--- config.mk ---
export PLATFORM = sky130hd
export DESIGN_NAME = vna_ram
export DESIGN_NICKNAME = d
export VERILOG_FILES = /design/src/rtl/assert_macros.svh /design/src/rtl/vna_ram.sv
export SDC_FILE = /design/constraint.sdc
export NUM_CORES = 1
export LEC_CHECK = 0
export ABC_AREA = 1
export BUFFER_PORTS_ARGS = -buffer_cell sky130_fd_sc_hd__buf_2
export CAP_MARGIN = 15
export CORE_MARGIN = 5
export CORE_UTILIZATION = 45
export DETAILED_ROUTE_END_ITERATION = 10
export HOLD_SLACK_MARGIN = 0.15
export PLACE_DENSITY = 0.71
export SETUP_SLACK_MARGIN = 0.4
export SYNTH_ARGS = -nofsm -noshare
export SYNTH_HDL_FRONTEND = slang
export SYNTH_SLANG_ARGS = --single-unit
--- constraint.sdc ---
create_clock -name i_clk -period 2.96 [get_ports i_clk]
set_clock_uncertainty 0.1 [all_clocks]
set_input_delay 0 -clock i_clk [delete_from_list [all_inputs] [get_ports i_clk]]
set_output_delay 0 -clock i_clk [all_outputs]
set_load 0.02 [all_outputs]
--- src/rtl/assert_macros.svh ---
// ----------------------------------------------------------------------------
// assert_macros.svh
// Concurrent assertion helpers, compiled out when SYNTH is defined.
// ----------------------------------------------------------------------------
`ifndef ASSERT_MACROS_SVH
`define ASSERT_MACROS_SVH

`ifndef SYNTH

// Same-cycle implication, disabled during reset
`define ASSERT_IMPLY(label, clk, rst_n, ante, cons) \
    label: assert property (@(posedge clk) disable iff (!rst_n) (ante) |-> (cons)) \
        else $error("assertion failed: same-cycle implication");

// Next-cycle implication, disabled during reset
`define ASSERT_NEXT(label, clk, rst_n, ante, cons) \
    label: assert property (@(posedge clk) disable iff (!rst_n) (ante) |=> (cons)) \
        else $error("assertion failed: next-cycle implication");

`else

`define ASSERT_IMPLY(label, clk, rst_n, ante, cons)
`define ASSERT_NEXT(label, clk, rst_n, ante, cons)

`endif

`endif

--- src/rtl/vna_ram.sv ---
// ----------------------------------------------------------------------------
// vna_ram
// Generic single-write, single-read RAM with registered read data.
// ----------------------------------------------------------------------------
module vna_ram #(
    parameter int WIDTH = 8,
    parameter int DEPTH = 16
) (
    input  logic                     i_clk,
    input  logic                     i_we,
    input  logic [$clog2(DEPTH)-1:0] i_waddr,
    input  logic [WIDTH-1:0]         i_wdata,
    input  logic [$clog2(DEPTH)-1:0] i_raddr,
    output logic [WIDTH-1:0]         o_rdata
);

    logic [WIDTH-1:0] r_mem [DEPTH];
    logic [WIDTH-1:0] r_rdata;

    // write port
    always_ff @(posedge i_clk) begin
        if (i_we) begin
            r_mem[i_waddr] <= i_wdata;
        end
    end

    // registered read port
    always_ff @(posedge i_clk) begin
        r_rdata <= r_mem[i_raddr];
    end

    assign o_rdata = r_rdata;

endmodule

==> results.ini <==
[setup_path]
cp.required_ns=3.22
reg2reg_depth=8
slowest_delay_ns=0.57
cp_common_cell=dlygate4sd3_1
startpoint_type=input port
critPathSlowestCell=dlygate4sd3_1
critical_path_class=input port to register
arrival_ns=2.57
cp_cell_sequence=dlygate4sd3_1 > buf_2 > clkinvlp_4 > nand3_1 > nand3_1 > dlygate4sd3_1 > nand2_1 > dlygate4sd3_1
end_kind=register
critPathMaxFanout=17

[power]
leakage_nw=2.89
ir_drop_uv=452
total_power_mw=4.65
powerDensity_mw_per_mm2=688

[synth]
synth_commonest_cells=nand2_1 (173), edfxtp_1 (128), inv_1 (100)
synth.most_common_cell=nand2_1
syn_area_mm2=0.00577
syn_avg_cell_area_um2=10.5
syn_inst=551
synth_nets=569
synth_edf_count=128
synthDistinctLibCells=12
yosys-top-cells-area=edfxtp_1 (67%), nand2_1 (11%), nand3_1 (8.4%)
yosysTopAreaCellShare=0.667
synth_top_cell_by_area=edfxtp_1
synth-seq-cells=136
yosysSeqAreaShare=0.694
synth_ff_type=edfxtp_1
async_flop_share=0
ys_warn_count=0

[clock_network]
cts_inserted_buffers=17
htree_levels=4
cts_sinks=136
cts.clk_slew.worst_paths_ns=0.06
tritoncts=done
cts_max_path_buffers=2
clkLatencyLatePin_ns=0.42
ctsRootBufferMaster=clkbuf_16

[finish]
fin_cells=776
antenna_cells=0
final_cell_area_mm2=0.00676
area_growth_syn_to_layout_pct=17.1
fin_nets=609
drive_gt1_frac=0.108
fill_cells=1040

[drt]
drtIter0Drc=293
ant_nets=0
wirelength_um=12700
drc=0
via_per_inst=5.04
wl_per_cell_um=16.4
vias=3914
firstDrtPassIters=6

[floorplan]
fp.dieArea_mm2=0.0152
dieWidth_um=123
ioPinCount=26
core_mm2=0.0126
die_y_um=123
std_cell_rows=41
initial_utilization=0.459

[job]
max_cap_violations=0

[min_path]
hold_class=input port to register
whs_path_depth=3

[placement]
portBuffers=25
dp_hpwl_um=7650
gp_congestion=0.892
place_inst=727
place_area_mm2=0.00596

[global_route]
grt_pass1_vias=3813
globalRouteOverflowTotal=0
antenna_found_initial=0
grt_max_degree=65
grt_pass1_wl_um=20200
grt_usage=0.182

[sta]
post-route-period-util=0.782
report.final.slew_viol_count=0
grt_setup_unrepaired=false
hold_ws_ns=0.162
min_period_ns=2.31
finalSetupTns_ns=0
max_slew.worst_pin.slew_ns=0.889
finalSetupViolCount=0
relSlewSlack=0.405
hold_violations=0
fmax_mhz=432

[outcome]
status=completed

state kept, by name (all words and copies together), names as in the netlist:
register and cells:
r_mem 128, o_rdata 8
path summary, 6_finish.rpt:
check          startpoint           to  slack, ns
max            i_raddr[2]   o_rdata[0]       0.65
min reg2reg  r_mem[12][5]   o_rdata[5]       0.58
max reg2reg  r_mem[13][0]   o_rdata[0]       0.77
min            i_waddr[2]  r_mem[5][0]       0.16
cell usage in the layout (no fill, tap or decap):
cell type / instances
nand2_1: 173
edfxtp_1: 128
inv_1: 99
nand3_1: 97
buf_2: 25
nor2_1: 17
clkbuf_16: 17
dlygate4sd3_1: 14
dfxtp_1: 8
buf_4: 6
clkinvlp_4: 4
bufinv_16: 4
clkinv_4: 3
inv_2: 2
nand3b_1: 2
clkinv_2: 2
inv_6: 2
clkbuf_1: 1
through the flow:
stage	setup WS [ns]	utilization
floorplan	1.91	-
global placement	1.32	0.474
detailed placement	1.31	0.474
CTS	0.478	0.535
global route	0.578	0.537
finish	0.646	0.537
what timing repair did:
item                                    in CTS  in global routing
gates resized for setup                      0                  1
hold buffers                                14                  0
setup buffers                                0                  3
hold endpoints to repair                   151                  0
endpoints found under the setup margin       0                  1
kinds of logic (layout without fill, tap and decap cells):
group,after synthesis,count (layout),share of synthesized area
buffers and inverters,126,179,0.0952
DFF,136,136,0.694
and+or+nand+nor,289,289,0.210
routing by layer:
metal	part of all wire	global-route usage	wire (um)	vias up
met3	0.072	0.0348	914	30
met2	0.50	0.301	6290	184
met1	0.40	0.234	5140	1843
met4	0.028	0.0824	351	0
li1	-	-	-	1857
met5	0	0	0	-
cell type report:
| cell class | instances | area (um^2) | share of cell area |
|---|---|---|---|
| well taps | 172 | 215 | 0.0319 |
| repair buffers | 45 | 310 | 0.0459 |
| multi-input cells | 289 | 1210 | 0.180 |
| inverters | 102 | 387 | 0.0572 |
| flip-flops and latches | 136 | 4000 | 0.593 |
| clock inverters | 14 | 196 | 0.0291 |
| clock buffers | 18 | 429 | 0.0635 |
power by group:
| part | internal [mW] | switching, mW |
|---|---|---|
| clock network | 1.41 | 0.781 |
| registers | 2.15 | 0.0160 |
| logic | 0.0849 | 0.197 |
| total | 3.65 | 0.995 |
worst max-delay path, delay by kind of cell:
family,cells,cell delay (ns)
buffers and inverters,5,2.26
AND/OR/NAND/NOR,3,0.31
Note: power is estimated with default switching activity, not from simulation.
