`config.mk`:
```
export PLATFORM = sky130hd
export DESIGN_NAME = vna_mul
export DESIGN_NICKNAME = d
export VERILOG_FILES = /design/src/rtl/assert_macros.svh /design/src/rtl/vna_pkg.sv /design/src/rtl/vna_mul.sv
export SDC_FILE = /design/constraint.sdc
export NUM_CORES = 2
export LEC_CHECK = 0
export ABC_AREA = 1
export ABC_CLOCK_PERIOD_IN_PS = 8800
export BUFFER_PORTS_ARGS = -buffer_cell sky130_fd_sc_hd__buf_2
export CORE_ASPECT_RATIO = 1.5
export CORE_MARGIN = 3
export CORE_UTILIZATION = 40
export CTS_CLUSTER_DIAMETER = 100
export CTS_CLUSTER_SIZE = 40
export DETAILED_ROUTE_END_ITERATION = 6
export SYNTH_ARGS = -nofsm -noshare
export SYNTH_HDL_FRONTEND = slang
export SYNTH_SLANG_ARGS = --single-unit
```
`constraint.sdc`:
```
create_clock -name i_clk -period 8.8 [get_ports i_clk]
set_input_delay 1.32 -clock i_clk [delete_from_list [all_inputs] [get_ports i_clk]]
set_output_delay 1.32 -clock i_clk [all_outputs]
set_load 0.02 [all_outputs]
```
`src/rtl/assert_macros.svh`:
```
// ----------------------------------------------------------------------------
// assert_macros.svh
// Concurrent assertion helpers, compiled out when SYNTH is defined.
// ----------------------------------------------------------------------------
`ifndef ASSERT_MACROS_SVH
`define ASSERT_MACROS_SVH

`ifndef SYNTH

// Same-cycle implication, disabled during reset
`define ASSERT_IMPLY(label, clk, rst_n, ante, cons) \
    label: assert property (@(posedge clk) disable iff (!rst_n) (ante) |-> (cons)) \
        else $error("assertion failed: same-cycle implication");

// Next-cycle implication, disabled during reset
`define ASSERT_NEXT(label, clk, rst_n, ante, cons) \
    label: assert property (@(posedge clk) disable iff (!rst_n) (ante) |=> (cons)) \
        else $error("assertion failed: next-cycle implication");

`else

`define ASSERT_IMPLY(label, clk, rst_n, ante, cons)
`define ASSERT_NEXT(label, clk, rst_n, ante, cons)

`endif

`endif

```
`src/rtl/vna_pkg.sv`:
```
// ----------------------------------------------------------------------------
// vna_pkg
// Shared types and constants for the vertex normal accumulator.
// ----------------------------------------------------------------------------
package vna_pkg;

    localparam int IDX_W  = 10;
    localparam int FLD_W  = 24;
    localparam int ACC_W  = 56;
    localparam int MUL_W  = 31;
    localparam int PROD_W = 2 * MUL_W;
    localparam int MAG_W  = 30;
    localparam int SQ_W   = 2 * MAG_W;
    localparam int SUM_W  = 62;
    localparam int Q_W    = 16;

    // Operation codes
    localparam logic [1:0] OP_LOAD = 2'd0;
    localparam logic [1:0] OP_TRI  = 2'd1;
    localparam logic [1:0] OP_READ = 2'd2;

    typedef struct packed {
        logic [1:0]              opcode;
        logic [IDX_W-1:0]        index_a;
        logic [IDX_W-1:0]        index_b;
        logic [IDX_W-1:0]        index_c;
        logic signed [FLD_W-1:0] pos_x;
        logic signed [FLD_W-1:0] pos_y;
        logic signed [FLD_W-1:0] pos_z;
    } t_in;

    typedef struct packed {
        logic [IDX_W-1:0]      vertex_id;
        logic signed [Q_W-1:0] norm_x;
        logic signed [Q_W-1:0] norm_y;
        logic signed [Q_W-1:0] norm_z;
        logic                  zero_normal;
    } t_out;

    typedef enum logic [4:0] {
        S_CLEAR,
        S_IDLE,
        S_T_RDA,
        S_T_RDB,
        S_T_RDC,
        S_T_EDGE,
        S_T_MUL,
        S_T_MACC,
        S_T_ARD,
        S_T_AWR,
        S_R_RD,
        S_R_CHK,
        S_R_SHIFT,
        S_R_SQ,
        S_R_SQACC,
        S_R_QSTART,
        S_R_QWAIT,
        S_R_DONE
    } t_state;

endpackage

```
`src/rtl/vna_mul.sv`:
```
// ----------------------------------------------------------------------------
// vna_mul
// Shared signed multiplier with a registered product.
// ----------------------------------------------------------------------------
module vna_mul (
    input  logic                               i_clk,
    input  logic signed [vna_pkg::MUL_W-1:0]   i_a,
    input  logic signed [vna_pkg::MUL_W-1:0]   i_b,
    output logic signed [vna_pkg::PROD_W-1:0]  o_p
);
    import vna_pkg::*;

    logic signed [PROD_W-1:0] r_p;

    // one product per cycle, registered
    always_ff @(posedge i_clk) begin
        r_p <= i_a * i_b;
    end

    assign o_p = r_p;

endmodule

```
==> results.toml <==
[drt]
met1_length_um = 38900
firstDrtPassIters = 6
num_vias = 29200
wl_met3_um = 3540
viasPerCell = 4.70
route.detailed.drc = 0
drtIter0Drc = 1615
wl_per_cell_um = 18.0
route.top_layer_used = "met5"
drt-total-wl_um = 112000
final_antenna_net_count = 0
met2_length_um = 62800

[clock_tree]
cts_resized = 0
path_clk_slew_ps = 60
root_buffer = "clkbuf_16"
cts_buffer_depth = 2
clock_sinks = 62
numCtsBuffers = 9
htreeDepth = 3
cts_tree = "built"
post_cts_buffers = 0
holdBufCountCts = 0

[logic_synthesis]
synthTopCellsByArea = "fa_1 (53%), inv_1 (16%), nand2_1 (14%), ha_1 (6.0%), dfxtp_1 (3.2%)"
syn-instance-count = 4902
synth_seq_cells = 62
synth_cell_type_count = 30
synth_largest_area_cell = "fa_1"
yosysTopAreaCellShare = 0.533
yosysWarnings = 0
yosysSeqAreaShare = 0.0325
syn-num-nets = 6165
synth_area_per_cell_sq_um = 7.80
syn_area_sq_mm = 0.0382

[min_path]
hold_path_class = "input pin to register"

[layout]
drive_gt1_frac = 0.0569
fin_nets = 6212
final_cells = 6218
area_growth_pct = 6.82
largest_register_ffs = 62

[placement]
dp_hpwl_um = 99400
place.port_buffers = 124
routabilityCongestion = 0.927
place_ws_ps = 274
dp.cells = 6198

[global_routing]
grt_pass1_vias = 32800
grt_antenna_before_repair = 6
overflow = 0
grt_first_pass_wirelength_um = 180000
grt_max_degree = 32
grt_usage = 0.236

[setup_path]
path_class = "input pin to register"
worstPathMaxFanout = 11
end_kind = "register"
start_kind = "input pin"
critPathArrivalTime_ps = 8450
required_ps = 9040

[floorplanning]
die_w_um = 258
start_util = 0.404
ios = 125
die_h_um = 385
num_rows = 138
core_area_sq_mm = 0.0946
die_area_sq_mm = 0.0994

[sta]
layout_setup_ws_ps = 594
post-route-period-util = 0.932
final-setup-viol-count = 0
finalHoldViolCount = 0
slew_viol_final = 0
period_minus_slack_ps = 8210
tns_ps = 0
max_slew_margin = 0.409
hold_ws_ps = 1660
max_freq_mhz = 122
rsz0062_at_grt = "no"
tightest_slew_ps = 887

[run]
drv_cap = 0

[status]
status = "finished clean"
stage by stage:
| stage | instance area [sq um] | utilization |
|---|---|---|
| finish | 40800 | 0.431 |
| global route | 40800 | 0.431 |
| CTS | 40800 | 0.431 |
| detailed placement | 40500 | 0.428 |
| global placement | 40500 | 0.428 |
| floorplan | 38200 | - |
final cells by class:
| cell class | instances | area [sq um] |
|---|---|---|
| clock buffer | 9 | 225 |
| tap | 1260 | 1580 |
| antenna | 4 | 10.0 |
| inverter | 1676 | 6290 |
| sequential | 62 | 1240 |
| fill | 9834 | 53800 |
| timing repair buffer | 222 | 1420 |
| multi-input combinational | 2978 | 30000 |
| clock inverter | 7 | 72.6 |
worst max-delay path: stages:
cell and delay (ps):
buf_2 280, nand2_1 180, inv_1 110, fa_1 390, inv_1 250, fa_1 470, inv_1 260, fa_1 520
fa_1 590, inv_1 240, fa_1 570, inv_1 60, fa_1 530, inv_1 50, fa_1 400, fa_1 540
inv_1 40, ha_1 420, nand2_1 120, inv_1 90, nand2_1 130, nor3_1 340, nand2_1 130, nor3_1 150
nand2_1 90, nand4_1 90, nand2_1 60
logic make-up after synthesis:
family,after synthesis,share of synthesized area
xor gates and xnor gates,37,0.00848
AOI/OAI and AO/OA,96,0.0137
adders and majority gates,1200,0.593
and+or+nand+nor,1645,0.170
buffers and inverters,1862,0.183
DFF,62,0.0325
path summary, 6_finish.rpt:
path	from	to	slack, ps	cells after the start
max	i_a[30]	o_p[57]$_DFF_P_	590	27
min	i_b[0]	o_p[0]$_DFF_P_	1660	4
cells in the mapped netlist (all sizes together):
library cell and instances:
a21o 4, a21oi 61, and3 1, and3b 1
clkbuf 186, dfxtp 62, fa 1018, ha 182
inv 1676, nand2 1412, nand3 68, nand3b 6
nand4 15, nor2 125, nor3 11, nor4 2
o21a 2, o21ai 20, o21bai 9, or2 4
xnor2 5, xor2 32
placed cells by master (no fill, tap or decap), drive strengths merged, types with 3 or more instances in the layout:
master  Yosys  final
fa       1018   1018
clkinv      0      3
nor3       11     11
o21ai      20     20
o21bai      9      9
nand4      15     15
ha        182    182
diode       0      4
xor2       32     32
clkbuf    186      9
dfxtp      62     62
a21oi      61     61
or2         4      4
inv      1676   1677
xnor2       5      5
nand2    1412   1412
nand3b      6      6
buf         0    222
nand3      68     68
a21o        4      4
nor2      125    125
layer usage:
| metal | global-route usage | vias up |
|---|---|---|
| met3 | 0.0144 | 275 |
| met2 | 0.469 | 727 |
| met1 | 0.249 | 14900 |
| met4 | 0.117 | 4 |
| met5 | 0 | - |
| li1 | - | 13400 |
Power is left out: the tool's default activity adds up to more than one toggle a clock period on the data nets, which glitch-free logic cannot reach.
