--- config.mk ---
export PLATFORM = sky130hd
export DESIGN_NAME = vna_qsolve
export DESIGN_NICKNAME = d
export VERILOG_FILES = /design/src/rtl/assert_macros.svh /design/src/rtl/vna_pkg.sv /design/src/rtl/vna_qsolve.sv
export SDC_FILE = /design/constraint.sdc
export NUM_CORES = 1
export LEC_CHECK = 0
export BUFFER_PORTS_ARGS = -buffer_cell sky130_fd_sc_hd__clkbuf_2
export CORE_UTILIZATION = 55
export CTS_BUF_LIST = sky130_fd_sc_hd__clkbuf_2
export DETAILED_ROUTE_END_ITERATION = 12
export GPL_ROUTABILITY_DRIVEN = 0
export PLACE_DENSITY_LB_ADDON = 0.15
export SYNTH_ARGS = -nofsm -noshare
export SYNTH_HDL_FRONTEND = slang
export SYNTH_SLANG_ARGS = --single-unit
--- constraint.sdc ---
create_clock -name i_clk -period 12.15 [get_ports i_clk]
set_input_delay 2.43 -clock i_clk [delete_from_list [all_inputs] [get_ports i_clk]]
set_output_delay 2.43 -clock i_clk [all_outputs]
set_load 0.05 [all_outputs]
--- src/rtl/assert_macros.svh ---
// ----------------------------------------------------------------------------
// assert_macros.svh
// Concurrent assertion helpers, compiled out when SYNTH is defined.
// ----------------------------------------------------------------------------
`ifndef ASSERT_MACROS_SVH
`define ASSERT_MACROS_SVH

`ifndef SYNTH

// Same-cycle implication, disabled during reset
`define ASSERT_IMPLY(label, clk, rst_n, ante, cons) \
    label: assert property (@(posedge clk) disable iff (!rst_n) (ante) |-> (cons)) \
        else $error("assertion failed: same-cycle implication");

// Next-cycle implication, disabled during reset
`define ASSERT_NEXT(label, clk, rst_n, ante, cons) \
    label: assert property (@(posedge clk) disable iff (!rst_n) (ante) |=> (cons)) \
        else $error("assertion failed: next-cycle implication");

`else

`define ASSERT_IMPLY(label, clk, rst_n, ante, cons)
`define ASSERT_NEXT(label, clk, rst_n, ante, cons)

`endif

`endif

--- src/rtl/vna_pkg.sv ---
// ----------------------------------------------------------------------------
// vna_pkg
// Shared types and constants for the vertex normal accumulator.
// ----------------------------------------------------------------------------
package vna_pkg;

    localparam int IDX_W  = 10;
    localparam int FLD_W  = 24;
    localparam int ACC_W  = 56;
    localparam int MUL_W  = 31;
    localparam int PROD_W = 2 * MUL_W;
    localparam int MAG_W  = 30;
    localparam int SQ_W   = 2 * MAG_W;
    localparam int SUM_W  = 62;
    localparam int Q_W    = 16;

    // Operation codes
    localparam logic [1:0] OP_LOAD = 2'd0;
    localparam logic [1:0] OP_TRI  = 2'd1;
    localparam logic [1:0] OP_READ = 2'd2;

    typedef struct packed {
        logic [1:0]              opcode;
        logic [IDX_W-1:0]        index_a;
        logic [IDX_W-1:0]        index_b;
        logic [IDX_W-1:0]        index_c;
        logic signed [FLD_W-1:0] pos_x;
        logic signed [FLD_W-1:0] pos_y;
        logic signed [FLD_W-1:0] pos_z;
    } t_in;

    typedef struct packed {
        logic [IDX_W-1:0]      vertex_id;
        logic signed [Q_W-1:0] norm_x;
        logic signed [Q_W-1:0] norm_y;
        logic signed [Q_W-1:0] norm_z;
        logic                  zero_normal;
    } t_out;

    typedef enum logic [4:0] {
        S_CLEAR,
        S_IDLE,
        S_T_RDA,
        S_T_RDB,
        S_T_RDC,
        S_T_EDGE,
        S_T_MUL,
        S_T_MACC,
        S_T_ARD,
        S_T_AWR,
        S_R_RD,
        S_R_CHK,
        S_R_SHIFT,
        S_R_SQ,
        S_R_SQACC,
        S_R_QSTART,
        S_R_QWAIT,
        S_R_DONE
    } t_state;

endpackage

--- src/rtl/vna_qsolve.sv ---
// ----------------------------------------------------------------------------
// vna_qsolve
// Bit-serial solver: largest q with q*q*S <= r2 * 2^30, one bit
// at a time, using incremental squares instead of multiplies.
// ----------------------------------------------------------------------------
module vna_qsolve (
    input  logic                       i_clk,
    input  logic                       i_rst_n,
    input  logic                       i_start,
    input  logic [vna_pkg::SQ_W-1:0]   i_r2,
    input  logic [vna_pkg::SUM_W-1:0]  i_s,
    output logic                       o_done,
    output logic [vna_pkg::Q_W-1:0]    o_q
);
    import vna_pkg::*;

    localparam int W = 96;

    logic            r_busy;
    logic            r_phase;
    logic            r_done;
    logic [3:0]      r_bit;
    logic [W-1:0]    r_p;     // q*q*S so far
    logic [W-1:0]    r_qs;    // q*S shifted left by bit+1
    logic [W-1:0]    r_sb;    // S shifted left by 2*bit
    logic [W-1:0]    r_r;     // r2 shifted left by 30
    logic [W-1:0]    r_t;
    logic [Q_W-1:0]  r_q;
    logic [W-1:0]    cand;

    assign cand = r_t + r_sb;

    // control
    always_ff @(posedge i_clk) begin
        if (!i_rst_n) begin
            r_busy  <= 1'b0;
            r_phase <= 1'b0;
            r_done  <= 1'b0;
            r_bit   <= '0;
        end else begin
            r_done <= 1'b0;
            if (i_start) begin
                r_busy  <= 1'b1;
                r_phase <= 1'b0;
                r_bit   <= 4'd15;
            end else if (r_busy) begin
                r_phase <= ~r_phase;
                if (r_phase) begin
                    if (r_bit == 4'd0) begin
                        r_busy <= 1'b0;
                        r_done <= 1'b1;
                    end else begin
                        r_bit <= r_bit - 4'd1;
                    end
                end
            end
        end
    end

    // datapath: phase 0 adds P + Qs, phase 1 adds Sb and tests
    always_ff @(posedge i_clk) begin
        if (i_start) begin
            r_p  <= '0;
            r_qs <= '0;
            r_sb <= W'(i_s) << 30;
            r_r  <= W'(i_r2) << 30;
            r_q  <= '0;
        end else if (r_busy) begin
            if (!r_phase) begin
                r_t <= r_p + r_qs;
            end else begin
                if (cand <= r_r) begin
                    r_p  <= cand;
                    r_qs <= (r_qs >> 1) + r_sb;
                    r_q  <= r_q | (Q_W'(1) << r_bit);
                end else begin
                    r_qs <= r_qs >> 1;
                end
                r_sb <= r_sb >> 2;
            end
        end
    end

    assign o_done = r_done;
    assign o_q    = r_q;

endmodule
==> flow_summary_export.csv <==
group,metric,value,unit
finish,fillers,5937,
pwr,power_frac_seq,46.8,%
clock_tree,clkSinkCount,463,
place,io_buffer_count,141,
synthesis,yosysWarningCount,0,
synthesis,synth_top_area_share,18.4,%
worst_setup_path,crit_arrival,10940,ps
finish,drive_gt1_share,9.89,%
timing,finalHoldViolCount,0,
worst_setup_path,end_kind,"flop",
finish,syn_to_final_growth,6.90,%
clock_tree,cts_max_path_buffers,3,
clock_tree,cts_hold_buf,0,
timing,max_freq,0.103,GHz
clock_tree,cts_tree,"built",
clock_tree,clk_latency,1430,ps
finish,nNetsFinal,4860,
pwr,p_int,0.00246,W
synthesis,yosysSeqAreaShare,32.2,%
finish,fin_cells,5353,
min_path,worstHoldStart,"o_q[12]$_SDFFE_PP0P_",
job,drv_cap,0,
synthesis,syn-cell-area,35600,um2
global_routing,grt_pass1_wl,173000,um
floorplan,core_area,63500,um2
floorplan,io_pins,142,
drt,wl_per_cell,21.0,um
synthesis,synth_area_per_cell,8.23,um2
pwr,pwr-share-clk,35.0,%
clock_tree,cts_made_buffers,136,
worst_setup_path,critPathRequiredTime,13360,ps
drt,drtPass1Iterations,6,
worst_setup_path,r2r-end,"r_qs[61]$_SDFFE_PP0P_",
min_path,hp-class,"reg -> reg",
worst_setup_path,reg2reg_depth,26,
global_routing,grt_max_degree,130,
place,hpwl,84100,um
pwr,p_leak,16.0,nW
synthesis,synth-edff-count,218,
synthesis,ys_ff_latch,463,
synthesis,syn_nets,4796,
timing,finalCriticalPeriod,9730,ps
floorplan,die_w,256,um
timing,rsz0062_at_grt,"no",
worst_setup_path,r2r_slack,2420,ps
global_routing,antenna_found_initial,2,
drt,drtIter0Drc,3093,
floorplan,fp-row-count,92,
clock_tree,cts_setup_buffers,0,
synthesis,synth.area.top_cells,"edfxtp_1 (18%), dfxtp_1 (14%), ha_1 (12%), a21oi_1 (6.7%), nand2_1 (5.8%)",
synthesis,syn_inst,4324,
drt,viasPerCell,6.28,
timing,tns,0,ps
pwr,p_per_area,97.6,nW/um2
clock_tree,cts-root-buf,"clkbuf_2",
min_path,hold_depth,2,
global_routing,grt_pass1_vias,31200,
timing,period_share,80.1,%
timing,slew_violations,0,
pwr,power_switching,0.00125,W
pwr,swShare,33.7,%
drt,vias,33600,
synthesis,yosysUniqueCellTypes,88,
place,dp_cells,5096,
outcome,outcome,"finished, final reports clean",
timing,setup_viol,0,
pwr,max-vdd-ir-drop,0.0900,mV
floorplan,initial_core_util,56.0,%
timing,max_slew.worst_pin.slew,1210,ps
timing,slew-limit-headroom,18.8,%
global_routing,grtUsageTotal,33.3,%
synthesis,ys.flop_type,"dfxtp_1",
clock_tree,cts_resized,0,
worst_setup_path,cp_max_fo,48,
synthesis,ys_async_sr_fraction,0,%
worst_setup_path,r2r-start,"r_sb[8]$_SDFFE_PP0P_",
timing,fin_skew,94.0,ps
min_path,hold_end,"o_q[12]$_SDFFE_PP0P_",
global_routing,grt_overflow,0,
clock_tree,htree_levels,4,
floorplan,die_area,65700,um2
clock_tree,clkSlewWorstSetupHoldPaths,100,ps
worst_setup_path,crit_start,"r_sb[8]$_SDFFE_PP0P_",
worst_setup_path,startpoint_type,"flop",
pwr,share_comb_of_total_power,18.2,%
floorplan,die_y,256,um
drt,antenna_left,0,
drt,drcViolationCount,0,
drt,wl,112000,um
worst_setup_path,crit_type,"reg -> reg",
synthesis,synth_top_area_cell,"edfxtp_1",
[power by group through the flow]
stage,sequential [W],combinational [W],clock [W]
2_1_floorplan,0.00175,0.000464,0
3_3_place_gp,0.00177,0.000654,0
3_5_place_dp,0.00177,0.000658,0
4_1_cts,0.00174,0.000665,0.00132
5_1_grt,0.00174,0.000739,0.00140
6_report,0.00174,0.000677,0.00130
[layer usage]
layer	vias to the layer above	GRT usage [%]	part of all wire [%]
met2	1411	52.6	45
met3	294	5.54	7.7
met5	-	0	0
met4	0	16.4	4.4
li1	16100	-	-
met1	15800	44.1	43
[registers in the layout, summed over array words and instances, names as in the netlist]
signal,flops
r_p,96
r_qs,96
r_t,96
r_sb,92
r_r,60
o_q,16
r_bit,4
o_done,1
r_busy,1
r_phase,1
[synthesized netlist by cell type, drive strengths merged, types with 48 or more instances]
cell type	instances
xor2	95
o21bai	64
a211oi	111
nor2	289
nand2	552
a31oi	48
xnor2	166
nand4	90
o21ai	351
clkbuf	222
nor3	68
a21o	177
edfxtp	218
ha	344
dfxtp	245
mux2i	73
inv	152
a21oi	480
nand3	74
[worst max-delay path by stage]
stage / endpoint / depth (start not counted) / slack, ps
finish: r_qs[61]$_SDFFE_PP0P_ / 26 / 2420
global route: r_qs[25]$_SDFFE_PP0P_ / 26 / 2220
CTS: r_qs[26]$_SDFFE_PP0P_ / 26 / 2650
detailed placement: r_qs[26]$_SDFFE_PP0P_ / 26 / 2650
global placement: r_qs[20]$_SDFFE_PP0P_ / 26 / 2880
floorplan: r_t[0]$_DFFE_PP_ / 4 / 1430
[layout make-up]
| cell class | count | area (um2) | share of cell area (%) |
|---|---|---|---|
| tap | 846 | 1060 | 2.78 |
| timing repair buffer | 170 | 958 | 2.52 |
| clock inverter | 50 | 319 | 0.838 |
| sequential | 463 | 11500 | 30.1 |
| multi-input combinational | 3465 | 22700 | 59.6 |
| inverter | 152 | 571 | 1.50 |
| clock buffer | 199 | 996 | 2.62 |
| antenna | 8 | 20.0 | 0.0526 |
[per-stage QoR]
stage          hold WS (ps)  power, W  setup slack [ps]  util, %  area, um2
3_3_place_gp            436   0.00243              2880     57.8      36700
2_1_floorplan           457   0.00221              1430        -      35600
4_1_cts                 450   0.00372              2650     59.9      38000
5_1_grt                 467   0.00388              2220     59.9      38100
6_report                446   0.00371              2420     59.9      38100
3_5_place_dp            438   0.00243              2650     57.8      36700
[logic make-up after synthesis]
group	share of synthesized area, %
AOI/OAI and AO/OA	26.0
adders and majority gates	12.3
buffers and inverters	4.26
and+or+nand+nor	16.8
DFF	32.2
xor gates and xnor gates	6.42
muxes	2.08
[worst max-delay path, cell delays in order, from the launching register on]
cell and delay, ps:
dfxtp_1 450, ha_1 330, a21o_1 260, a311oi_1 570
a21oi_1 220, o21ai_0 590, o21a_1 380, o21bai_1 160
a21oi_1 650, nor4bb_1 140, or3b_2 510, xor2_1 450
ha_1 220, and3_1 240, and3_1 220, nand4_1 300
nor4_1 350, o2111ai_1 160, nor4_1 270, nand4_1 120
nor4b_1 500, nor2_1 80, or4_1 550, nor2_4 930
buf_12 450, mux2i_1 250, a211oi_1 90
[placed cells by master (no fill, tap or decap), types with 30 or more instances in the layout]
master and count:
clkinv_1 30, a31oi_1 48, mux2i_1 73, dfxtp_1 245, nor3_1 67, edfxtp_1 218
and3_1 30, nand2b_1 31, a211oi_1 110, clkbuf_2 339, a21o_1 177, ha_1 344
o21a_1 39, nand2_1 551, xnor2_1 165, inv_1 151, a21oi_1 479, o21ai_0 325
nor2_1 287, o21bai_1 64, nand3_1 74, nand4_1 90, xor2_1 95, nor2b_1 41
Note: power is estimated with default switching activity, not from simulation.
